### src/hw/rtl/trie_pkg.sv
// ----------------------------------------------------------------------------
// trie_pkg
// Shared types and constants for the trie word insert block.
// ----------------------------------------------------------------------------
package trie_pkg;

  localparam int unsigned LetterW  = 8;
  localparam int unsigned NodeOutW = 12;
  localparam int unsigned StatusW  = 2;
  localparam int unsigned CountW   = 16;

  localparam logic [LetterW-1:0] LetterBase = 8'd97;  // 'a'
  localparam logic [CountW-1:0]  CountMax   = 16'hFFFF;

  localparam logic [StatusW-1:0] STATUS_OK   = 2'd0;
  localparam logic [StatusW-1:0] STATUS_BAD  = 2'd1;
  localparam logic [StatusW-1:0] STATUS_FULL = 2'd2;
  localparam logic [StatusW-1:0] STATUS_SKIP = 2'd3;

  typedef struct packed {
    logic [LetterW-1:0] letter;
    logic               word_end;
  } in_item_t;

  typedef struct packed {
    logic [NodeOutW-1:0] node_reached;
    logic                node_created;
    logic [StatusW-1:0]  status;
    logic                word_done;
    logic [CountW-1:0]   words_added;
  } out_item_t;

  // controller -> datapath
  typedef struct packed {
    logic clr_en;   // clearing pass, one store entry per cycle
    logic load;     // request accepted: latch it and read the link
    logic commit;   // evaluate, update state, load output register
  } dp_cmd_t;

  // datapath -> controller
  typedef struct packed {
    logic clr_done;
    logic out_free;
  } dp_stat_t;

endpackage

### src/hw/rtl/trie_ctrl.sv
// ----------------------------------------------------------------------------
// trie_ctrl
// Sequencer: clearing pass after reset, then accept / evaluate per request.
// ----------------------------------------------------------------------------
module trie_ctrl (
  input  logic               clk_i,
  input  logic               rst_ni,
  input  logic               in_valid_i,
  output logic               in_ready_o,
  input  trie_pkg::dp_stat_t stat_i,
  output trie_pkg::dp_cmd_t  cmd_o
);

  localparam logic [1:0] ST_CLEAR = 2'd0;
  localparam logic [1:0] ST_IDLE  = 2'd1;
  localparam logic [1:0] ST_EVAL  = 2'd2;

  logic [1:0] state_q, state_d;

  always_comb begin
    state_d      = state_q;
    cmd_o        = '0;
    in_ready_o   = 1'b0;
    case (state_q)
      ST_CLEAR: begin
        cmd_o.clr_en = 1'b1;
        if (stat_i.clr_done) state_d = ST_IDLE;
      end
      ST_IDLE: begin
        in_ready_o = 1'b1;
        if (in_valid_i) begin
          cmd_o.load = 1'b1;
          state_d    = ST_EVAL;
        end
      end
      ST_EVAL: begin
        // hold until the output register can take the result
        if (stat_i.out_free) begin
          cmd_o.commit = 1'b1;
          state_d      = ST_IDLE;
        end
      end
      default: begin
        state_d = ST_IDLE;
      end
    endcase
  end

  always_ff @(posedge clk_i or negedge rst_ni) begin
    if (!rst_ni) begin
      state_q <= ST_CLEAR;
    end else begin
      state_q <= state_d;
    end
  end

endmodule

### config.mk
export PLATFORM = sky130hd
export DESIGN_NAME = trie_ctrl
export DESIGN_NICKNAME = d
export VERILOG_FILES = /design/src/hw/rtl/trie_pkg.sv /design/src/hw/rtl/trie_ctrl.sv
export SDC_FILE = /design/constraint.sdc
export NUM_CORES = 1
export LEC_CHECK = 0
export BUFFER_PORTS_ARGS = -buffer_cell sky130_fd_sc_hd__buf_2
export CAP_MARGIN = 15
export CORE_AREA = 3 3 40 42
export CTS_CLUSTER_SIZE = 25
export DETAILED_ROUTE_END_ITERATION = 7
export DIE_AREA = 0 0 43 45
export PLACE_DENSITY = 0.3
export SLEW_MARGIN = 30
export SYNTH_ARGS = -nofsm -noshare
export SYNTH_HDL_FRONTEND = slang
export SYNTH_SLANG_ARGS = --single-unit
### constraint.sdc
create_clock -name clk_i -period 2.5 [get_ports clk_i]
set_input_delay 0.125 -clock clk_i [delete_from_list [all_inputs] [get_ports clk_i]]
set_output_delay 0.125 -clock clk_i [all_outputs]
set_load 0.02 [all_outputs]
==> results of run 1 <==
routing by layer:
metal	vias up	part of all wire, %	GRT usage (%)
li1	64	-	-
met2	9	32	4.790
met3	0	17	4.781
met1	48	50	5.314
met5	-	0	0
met4	0	0	5.422
cell type report:
type,instances,area (um^2)
tap,15,18.77
inverter,2,7.507
sequential,2,50.05
timing repair buffer,9,50.05
fill,150,1082
multi-input combinational,8,53.80
clock buffer,3,22.52
worst register-to-register path, delay by kind of cell, from the launching register on:
family	cells	cell delay, ps
multiplexers	1	320
AO/OA/AOI/OAI	1	170
flip-flops	1	400
kinds of logic (layout without fill, tap and decap cells):
| group | Yosys count | count (layout) | synth area share, % |
|---|---|---|---|
| AND/OR/NAND/NOR | 5 | 5 | 26.98 |
| AO/OA/AOI/OAI | 2 | 2 | 11.23 |
| flip-flops | 2 | 2 | 44.95 |
| buffers and inverters | 2 | 14 | 6.744 |
| multiplexers | 1 | 1 | 10.11 |
power by group through the flow:
stage | Combinational [W] | Sequential (W) | Clock, W
after global placement | 0.000109 | 0.0000626 | 0
after detailed placement | 0.000108 | 0.0000646 | 0
after floorplan | 0.0000768 | 0.0000605 | 0
final | 0.000107 | 0.0000637 | 0.0000719
after CTS | 0.000110 | 0.0000642 | 0.0000777
after global routing | 0.000120 | 0.0000683 | 0.0000800
cell usage in the layout, fill, tap and decap left out:
cell           synthesis  routed
buf_2                  0       8
clkbuf_4               0       3
inv_1                  2       2
nor2_1                 2       2
dfrtp_1                2       2
and2b_2                1       1
nand3b_1               1       1
nand2b_1               1       1
mux2_1                 1       1
o21a_1                 1       1
o21ai_0                1       1
dlygate4sd3_1          0       1
timing repair:
action,4_1_cts,5_1_grt
resized for setup,0,0
hold endpoints to repair,2,0
buffers inserted,0,0
hold buffers,1,0
per-stage QoR:
step	util, %	total power (W)	area [um^2]
6_report	15.77	0.0002428	202.7
5_1_grt	15.77	0.0002687	202.7
4_1_cts	15.77	0.0002514	202.7
3_5_place_dp	13.24	0.0001729	170.2
3_3_place_gp	13.24	0.0001717	170.2
2_1_floorplan	-	0.0001374	111.4
worst paths after layout:
check | startpoint | end | slack, ps
min in group asynchronous | rst_ni | state_q[1] | 210
setup / recovery | state_q[1] | cmd_o[1] | 1330
setup reg to reg | state_q[1] | state_q[0] | 1500
hold / removal | stat_i[0] | state_q[1] | 130
hold reg to reg | state_q[0] | state_q[0] | 560
max in group asynchronous | rst_ni | state_q[0] | 2190
==> summary.txt, run 1 <==
Run status = finished clean
Required time at the endpoint of the critical path = 2380 ps
Port Buffer Count = 8
Worst setup SP type = register
Cell depth of the worst flop-to-flop path = 2
Library cell contributing the largest single delay on the critical path = dfrtp_1
Synthesized net count = 17
Growth of design area from synthesis to finish = 82.02%
Count of yosys warnings during synthesis = 0
Number of flip-flops under the largest register name = 2
Number of hold violations in the final report = 0
Number of detailed-route iterations in the first pass = 2
Total setup violations reported at the end of the flow = 0
Switching power total = 0.00009394 W
Seq pwr share = 26.2%
Ordered list of cells on the worst path = nand3b_1 -> inv_1 -> buf_2
Detail Route Antenna Nets = 0
Number of standard cells in the final layout excluding fillers = 39
DIE HEIGHT = 45 um
# rows = 13
Maximum fanout along the worst path = 5
Die outline area = 0.001935 mm^2
P per Cell Area = 1198 mW/mm^2
Maximum number of buffers from clock root to sink = 2
Clock buffers created by TritonCTS = 3
Drt via density = 3.103
Aggregate negative setup slack = 0 ps
Top-Level Pins = 9
Setup repair after global routing missed its margin = false
Number of DRC violations after detailed routing = 0
First DRT Iteration DRCs = 1
Largest cells by area after synthesis = dfrtp_1 (45%), mux2_1 (10%), and2b_2 (7.9%), inv_1 (6.7%), nand3b_1 (6.7%)
Cell taking the most area after synthesis = dfrtp_1
Class of the tightest hold or removal check = input port to register
Maximum number of pins on one net before global-route repair = 6
Antenna diode count = 0
Biggest registers after layout = state_q x2
Post-placement setup slack = 1494 ps
Reg clk slew, reported paths = 30 ps
Number of vias in the routed layout = 121
Average wire length per cell after detail routing = 7.590 um
Depth of the CTS H-tree = 1
TritonCTS clock tree = done
Clock sink count = 2
Capturing element type of the critical path = output pin
Yosys top cell area share = 44.94%
Wirelength, routed = 296 um
Std-Cell Core Area = 0.001285 mm^2
Worst slew margin relative to its limit = 90.68%
Worst IR Drop VDD = 0.2450 mV
Clock tree root buffer cell = clkbuf_4
Final-stage net count = 31
Share of layout cells above drive strength 1 = 50.00%
Worst setup path category = register to output pin
Antenna violations before repair = 0
Top post-synthesis cells by count = dfrtp_1 (2), inv_1 (2), nor2_1 (2)
Width of the chip = 43 um
Hold Path Cell Cnt = 2
CP Buf/Inv Count = 2
Data arrival time of the critical path = 1040 ps
Post-Synthesis Mean Instance Area = 9.280 um^2
Proportion of synthesized chip area in sequential cells = 44.94%
Combined global-route utilization of all metal layers = 4.917%
Cell area after synthesis = 111.4 um^2
Leakage power = 0.1090 nW
Number of pins with negative max-slew slack in the final report = 0
Number of enable flip-flop cells after synthesis = 0
Number of library cell types mapped by synthesis = 9
Dominant register cell in the synthesized netlist = dfrtp_1
Clock latency at the later pin of the worst-skew pair = 220 ps
Largest delay share family, worst path = flip-flops
Cell internal power dissipation = 0.0001489 W
Flip-flop and latch count after synthesis = 2
Switching fraction of total power = 38.69%
Mapped Cells = 12
Largest register by flop count = state_q
Share of total power in the clock network = 29.6%
Global-route wire length before repair = 593 um
Tmin final = 1166 ps
DP Cell Count = 35
Logic depth of the worst setup path including buffers = 3
Stage delay of the slowest cell on the critical path = 400 ps
Smallest hold slack = 126.8 ps
Share of synthesized registers carrying an async set or reset = 100.0%
Fmax = 857.5 MHz
Final Wtd Congestion = 0.7732
Worst-Margin Slew = 138.3 ps
Number of maximum-capacitance violations = 0
Setup ws final = 1334 ps
Final global-route overflow total = 0
Period utilisation layout = 46.65%
Worst clock skew = 1.231 ps
Initial Util = 8.666%
Logic gate share of total power = 44.2%
Number of global-route vias before repair = 137
(Power assumes the default switching activity.)
==> run 2: changes to the inputs <==
--- a/config.mk
+++ b/config.mk
@@ -5,6 +5,7 @@
 export SDC_FILE = /design/constraint.sdc
 export NUM_CORES = 1
 export LEC_CHECK = 0
+export ABC_AREA = 1
 export BUFFER_PORTS_ARGS = -buffer_cell sky130_fd_sc_hd__buf_2
 export CAP_MARGIN = 15
 export CORE_AREA = 3 3 40 42
==> constraint.sdc (replaced) <==
create_clock -name clk_i -period 1.2 [get_ports clk_i]
set_input_delay 0.06 -clock clk_i [delete_from_list [all_inputs] [get_ports clk_i]]
set_output_delay 0.06 -clock clk_i [all_outputs]
set_load 0.02 [all_outputs]
==> summary.txt, run 2 <==
Run status = finished clean (unchanged)
Std-Cell Core Area = 0.001285 mm^2 (unchanged)
Drt via density = 3.295 (was 3.103)
Cell area after synthesis = 115.1 um^2 (was 111.4 um^2)
Synthesized net count = 22 (was 17)
Most instantiated library cell after synthesis = inv_1
Dominant register cell in the synthesized netlist = dfrtp_1 (unchanged)
Count of yosys warnings during synthesis = 0 (unchanged)
Growth of design area from synthesis to finish = 81.52% (was 82.02%)
Flip-flop and latch count after synthesis = 2 (unchanged)
Share of synthesized registers carrying an async set or reset = 100.0% (unchanged)
Width of the chip = 43 um (unchanged)
Number of global-route vias before repair = 153 (was 137)
TritonCTS clock tree = done (unchanged)
Number of hold violations in the final report = 0 (unchanged)
Detail Placement HPWL = 248.6 um
Number of buffers added for setup after CTS = 0 (unchanged)
Combined global-route utilization of all metal layers = 4.829% (was 4.917%)
Biggest registers after layout = state_q x2 (unchanged)
Most used cells in the layout excluding fill and tap cells = buf_2 (7), inv_1 (4), nand2_1 (3), clkbuf_4 (3) (was buf_2 (8), clkbuf_4 (3), inv_1 (2), nor2_1 (2), dfrtp_1 (2))
Yosys top cell area share = 43.48% (was 44.94%)
Class of the tightest hold or removal check = input port to register (unchanged)
# rows = 13 (unchanged)
Maximum number of pins on one net before global-route repair = 5 (was 6)
DIE HEIGHT = 45 um (unchanged)
Clock latency at the later pin of the worst-skew pair = 230 ps (was 220 ps)
Detail Route Antenna Nets = 0 (unchanged)
Period utilisation layout = 93.83%
Worst clock skew = 3.928 ps (was 1.231 ps)
Switching fraction of total power = 43.71% (was 38.69%)
Port Buffer Count = 8 (unchanged)
Ordered list of cells on the worst path = inv_1 -> nand2_1 -> nor2_2 -> buf_4 (was nand3b_1 -> inv_1 -> buf_2)
Number of enable flip-flop cells after synthesis = 0 (unchanged)
Cell internal power dissipation = 0.0002958 W (was 0.0001489 W)
Required time at the endpoint of the critical path = 1140 ps (was 2380 ps)
Die outline area = 0.001935 mm^2 (unchanged)
Library cell contributing the largest single delay on the critical path = dfrtp_1 (unchanged)
Setup repair after global routing missed its margin = false (unchanged)
Data arrival time of the critical path = 1070 ps (was 1040 ps)
Leakage power = 0.1234 nW (was 0.1090 nW)
Worst-Margin Slew = 142.1 ps (was 138.3 ps)
Clock tree root buffer cell = clkbuf_4 (unchanged)
Final-stage net count = 36 (was 31)
Number of pins with negative max-slew slack in the final report = 0 (unchanged)
Initial Util = 8.958% (was 8.666%)
Smallest hold slack = 115.0 ps (was 126.8 ps)
Top-Level Pins = 9 (unchanged)
Mapped Cells = 17 (was 12)
Worst setup path category = register to output pin (unchanged)
Number of flip-flops under the largest register name = 2 (unchanged)
Number of vias in the routed layout = 145 (was 121)
Number of DRC violations after detailed routing = 0 (unchanged)
Final Wtd Congestion = 0.6572 (was 0.7732)
Share of total power in the clock network = 28.5% (was 29.6%)
Post-Synthesis Mean Instance Area = 6.771 um^2 (was 9.280 um^2)
Final global-route overflow total = 0 (unchanged)
Worst setup SP type = register (unchanged)
Filler instances = 145 (was 150)
Antenna violations before repair = 0 (unchanged)
Worst IR Drop VDD = 0.4541 mV (was 0.2450 mV)
P per Cell Area = 2515 mW/mm^2 (was 1198 mW/mm^2)
Commonest non-fill, non-tap cell in the layout = buf_2 (unchanged)
Reg clk slew, reported paths = 30 ps (about the same)
Total setup violations reported at the end of the flow = 0 (unchanged)
Maximum fanout along the worst path = 3 (was 5)
Seq pwr share = 24.0% (was 26.2%)
Largest cells by area after synthesis = dfrtp_1 (43%), inv_1 (13%), nor2_2 (11%), nand2_1 (9.8%), nand3_1 (4.3%) (was dfrtp_1 (45%), mux2_1 (10%), and2b_2 (7.9%), inv_1 (6.7%), nand3b_1 (6.7%))
Wirelength, routed = 322 um (was 296 um)
Number of maximum-capacitance violations = 0 (unchanged)
Largest register by flop count = state_q (unchanged)
Switching power total = 0.0002297 W (was 0.00009394 W)
Aggregate negative setup slack = 0 ps (unchanged)
Logic gate share of total power = 47.5% (was 44.2%)
Share of layout cells above drive strength 1 = 48.28% (was 50.00%)
Top post-synthesis cells by count = inv_1 (4), nand2_1 (3), dfrtp_1 (2), nor2_2 (2) (was dfrtp_1 (2), inv_1 (2), nor2_1 (2))
CP Buf/Inv Count = 2 (unchanged)
Fmax = 888.1 MHz
Proportion of synthesized chip area in sequential cells = 43.48% (was 44.94%)
Number of detailed-route iterations in the first pass = 4 (was 2)
Capturing element type of the critical path = output pin (unchanged)
Maximum number of buffers from clock root to sink = 2 (unchanged)
Worst slew margin relative to its limit = 90.45% (was 90.68%)
Depth of the CTS H-tree = 1 (unchanged)
Average wire length per cell after detail routing = 7.318 um (was 7.590 um)
Global-route wire length before repair = 579 um (was 593 um)
Clock sink count = 2 (unchanged)
Cell taking the most area after synthesis = dfrtp_1 (unchanged)
Antenna diode count = 0 (unchanged)
Clock buffers created by TritonCTS = 3 (unchanged)
Largest delay share family, worst path = flip-flops (unchanged)
Stage delay of the slowest cell on the critical path = 380 ps (was 400 ps)
Tmin final = 1126 ps
First DRT Iteration DRCs = 4 (was 1)
Fraction of the core area covered by cells at the end of the flow = 16.26% (was 15.77%)
Number of library cell types mapped by synthesis = 10 (was 9)
run 2: layout make-up:
cell class | instances | area (um^2) | area share (%)
Tap cell | 15 | 18.77 | 8.982
Inverter | 6 | 22.52 | 10.78
Multi-Input combinational cell | 9 | 42.54 | 20.36
Sequential cell | 2 | 50.05 | 23.95
Timing Repair Buffer | 9 | 52.55 | 25.15
Clock buffer | 3 | 22.52 | 10.78
run 2: metrics by stage:
| stage | cells | power (W) | instance area (um^2) | setup WS [ps] |
|---|---|---|---|---|
| after CTS | 44 | 0.0005281 | 206.4 | 48.94 |
| after global routing | 44 | 0.0005726 | 209.0 | 1.121 |
| after detailed placement | 40 | 0.0003691 | 173.9 | 295.8 |
| after global placement | 40 | 0.0003684 | 173.9 | 295.9 |
| after floorplan | 17 | 0.0002895 | 115.1 | 151.9 |
| final | 44 | 0.0005254 | 209.0 | 74.00 |
run 2: worst min-delay path: stages:
cell and delay, ps:
buf_2 100, inv_1 70, o21ai_1 70
run 2: worst paths after layout:
kind / startpoint / slack, ps / depth (start not counted) / end
setup / recovery: state_q[1] / 70 / 4 / cmd_o[1]
hold / removal: in_valid_i / 110 / 3 / state_q[1]
setup reg to reg: state_q[1] / 350 / 4 / state_q[0]
hold reg to reg: state_q[1] / 590 / 2 / state_q[1]
max in group asynchronous: rst_ni / 950 / 2 / state_q[0]
min in group asynchronous: rst_ni / 150 / 2 / state_q[1]
run 2: cells by family (layout without fill, tap and decap cells):
logic type             Yosys count  in the layout  synth area share, %
AO/OA/AOI/OAI                    1              1                4.344
buffers and inverters            6             18                19.56
AND/OR/NAND/NOR                  8              8                32.59
flip-flops                       2              2                43.48
run 2: per-layer routing:
layer,GRT usage [%],wire [um]
met5,0,0
met4,7.229,21
met3,3.586,40
met2,4.790,99
met1,5.060,160
run 2: repair_timing:
| action | in CTS | in global routing |
|---|---|---|
| resized for setup | 0 | 1 |
| hold buffers | 1 | 0 |
| endpoints found under the setup margin | 0 | 1 |
| hold endpoints to repair | 2 | 0 |
run 2: power groups by stage:
stage               logic (W)  registers, W  clock network, W
global placement     0.000243      0.000126                 0
global route         0.000274      0.000131          0.000167
floorplan            0.000169      0.000120                 0
detailed placement   0.000243      0.000126                 0
CTS                  0.000246      0.000126          0.000156
finish               0.000250      0.000126          0.000150
==> run 3: changes to the inputs <==
--- a/config.mk
+++ b/config.mk
@@ -13,6 +13,7 @@
 export DETAILED_ROUTE_END_ITERATION = 7
 export DIE_AREA = 0 0 43 45
 export PLACE_DENSITY = 0.3
+export RECOVER_POWER = 50
 export SLEW_MARGIN = 30
 export SYNTH_ARGS = -nofsm -noshare
 export SYNTH_HDL_FRONTEND = slang
==> summary.txt, run 3 (synthesized netlist as in run 2, its figures left out) <==
First DRT Iteration DRCs = 4 (unchanged)
Final global-route overflow total = 0 (unchanged)
Endpoint of the most critical setup path = cmd_o[1] (unchanged)
Switching fraction of total power = 43.64% (was 43.71%)
Cell depth of the worst flop-to-flop path = 4 (unchanged)
Worst clock skew = 3.938 ps (was 3.928 ps)
Number of hold violations in the final report = 0 (unchanged)
Total setup violations reported at the end of the flow = 0 (unchanged)
Number of detailed-route iterations in the first pass = 4 (unchanged)
Wirelength, routed = 320 um (was 322 um)
Run status = finished clean (unchanged)
Growth of design area from synthesis to finish = 80.44% (was 81.52%)
Port Buffer Count = 8 (unchanged)
Clock sink count = 2 (unchanged)
Class of the tightest hold or removal check = input port to register (unchanged)
Multi-input logic area = 42.54 um^2 (unchanged)
Detail Route Antenna Nets = 0 (unchanged)
Detail Placement HPWL = 248.6 um (unchanged)
Antenna diode count = 0 (unchanged)
Smallest hold slack = 128.5 ps (was 115.0 ps)
R2R Setup Slk = 360 ps (was 350 ps)
Final-stage net count = 36 (unchanged)
Clock buffers created by TritonCTS = 3 (unchanged)
Worst-Margin Slew = 142.1 ps (unchanged)
P per Cell Area = 2514 mW/mm^2 (was 2515 mW/mm^2)
Maximum number of buffers from clock root to sink = 2 (unchanged)
# rows = 13 (unchanged)
Logic gate share of total power = 47.2% (was 47.5%)
Cell internal power dissipation = 0.0002943 W (was 0.0002958 W)
Switching power total = 0.0002279 W (was 0.0002297 W)
Drt via density = 3.318 (was 3.295)
Period utilisation layout = 93.34% (was 93.83%)
Most used cells in the layout excluding fill and tap cells = buf_2 (6), inv_1 (4), nand2_1 (3), clkbuf_4 (3) (was buf_2 (7), inv_1 (4), nand2_1 (3), clkbuf_4 (3))
Setup repair after global routing missed its margin = false (unchanged)
Number of global-route vias before repair = 153 (unchanged)
DIE HEIGHT = 45 um (unchanged)
Combined global-route utilization of all metal layers = 4.829% (unchanged)
Depth of the CTS H-tree = 1 (unchanged)
Number of DRC violations after detailed routing = 0 (unchanged)
Worst setup path category = register to output pin (unchanged)
Leakage power = 0.1206 nW (was 0.1234 nW)
Final Wtd Congestion = 0.6572 (unchanged)
Total area of sequential cells = 50.05 um^2 (unchanged)
Number of maximum-capacitance violations = 0 (unchanged)
Data arrival time of the critical path = 1060 ps (was 1070 ps)
Worst setup SP type = register (unchanged)
Number of flip-flops under the largest register name = 2 (unchanged)
Largest register by flop count = state_q (unchanged)
Worst IR Drop VDD = 0.4538 mV (was 0.4541 mV)
Width of the chip = 43 um (unchanged)
Top-Level Pins = 9 (unchanged)
Commonest non-fill, non-tap cell in the layout = buf_2 (unchanged)
Worst flop-to-flop path startpoint = state_q[1] (unchanged)
Clock tree root buffer cell = clkbuf_4 (unchanged)
Die outline area = 0.001935 mm^2 (unchanged)
Initial Util = 8.958% (unchanged)
Number of vias in the routed layout = 146 (was 145)
Fmax = 892.8 MHz (was 888.1 MHz)
Biggest registers after layout = state_q x2 (unchanged)
Capturing point of the worst reg2reg path = state_q[0] (unchanged)
Antenna violations before repair = 0 (unchanged)
Seq pwr share = 24.1% (was 24.0%)
Capturing element type of the critical path = output pin (unchanged)
Maximum fanout along the worst path = 3 (unchanged)
Maximum number of pins on one net before global-route repair = 5 (unchanged)
Filler instances = 146 (was 145)
TritonCTS clock tree = done (unchanged)
Number of pins with negative max-slew slack in the final report = 0 (unchanged)
Clock latency at the later pin of the worst-skew pair = 230 ps (about the same)
Startpoint of the most critical setup path = state_q[1] (unchanged)
Average wire length per cell after detail routing = 7.273 um (was 7.318 um)
Std-Cell Core Area = 0.001285 mm^2 (unchanged)
Worst slew margin relative to its limit = 90.45% (unchanged)
Required time at the endpoint of the critical path = 1140 ps (about the same)
Reg clk slew, reported paths = 30 ps (about the same)
Aggregate negative setup slack = 0 ps (unchanged)
Tmin final = 1120 ps (was 1126 ps)
Share of layout cells above drive strength 1 = 44.83% (was 48.28%)
Share of total power in the clock network = 28.7% (was 28.5%)
Global-route wire length before repair = 579 um (unchanged)
[run 3: worst max-delay path: stages, from the launching register on]
cell     delay (ps)
dfrtp_1         380
inv_1            80
nand2_1          90
nor2_2          130
buf_4           160
[run 3: worst min path at each step]
stage | start | end | slack, ps | cells after the start
5_1_grt | in_valid_i | state_q[1] | 150 | 3
4_1_cts | in_valid_i | state_q[1] | 110 | 3
3_3_place_gp | rst_ni | state_q[1] | -150 | 1
3_5_place_dp | rst_ni | state_q[1] | -150 | 1
2_1_floorplan | rst_ni | state_q[0] | -240 | 0
6_report | in_valid_i | state_q[1] | 130 | 3
[run 3: what timing repair did]
item                                   in CTS  in global routing
hold buffers                                1                  0
setup buffers                               0                  0
endpoints found under the hold margin       2                  0
setup endpoints to repair                   0                  1
gates resized for setup                     0                  1
[run 3: cell type report]
| type | count | share of cell area [%] |
|---|---|---|
| sequential | 2 | 24.10 |
| clock buffer | 3 | 10.84 |
| tap | 15 | 9.036 |
| multi-input combinational | 9 | 20.48 |
| inverter | 6 | 10.84 |
| timing repair buffer | 9 | 24.70 |
[run 3: per-layer routing]
metal / share of wire, % / routed length (um) / global-route usage, %
met1: 50 / 159 / 5.060
met4: 6.6 / 21 / 7.229
met2: 31 / 99 / 4.790
met5: 0 / 0 / 0
met3: 13 / 40 / 3.586
[run 3: power by group through the flow]
stage / Clock, W / Combinational, W / Sequential [W]
floorplan: 0 / 0.000169 / 0.000120
global placement: 0 / 0.000243 / 0.000126
detailed placement: 0 / 0.000243 / 0.000126
CTS: 0.000156 / 0.000246 / 0.000126
global route: 0.000167 / 0.000271 / 0.000131
finish: 0.000150 / 0.000247 / 0.000126
[run 3: through the flow]
stage	std cells	total power, W	setup WS, ps	util [%]	cell area [um^2]
after floorplan	17	0.0002895	151.9	-	115.1
after global placement	40	0.0003684	295.9	13.53	173.9
after detailed placement	40	0.0003691	295.8	13.53	173.9
after CTS	44	0.0005281	48.94	16.07	206.4
after global routing	44	0.0005697	6.515	16.16	207.7
final	44	0.0005222	79.98	16.16	207.7
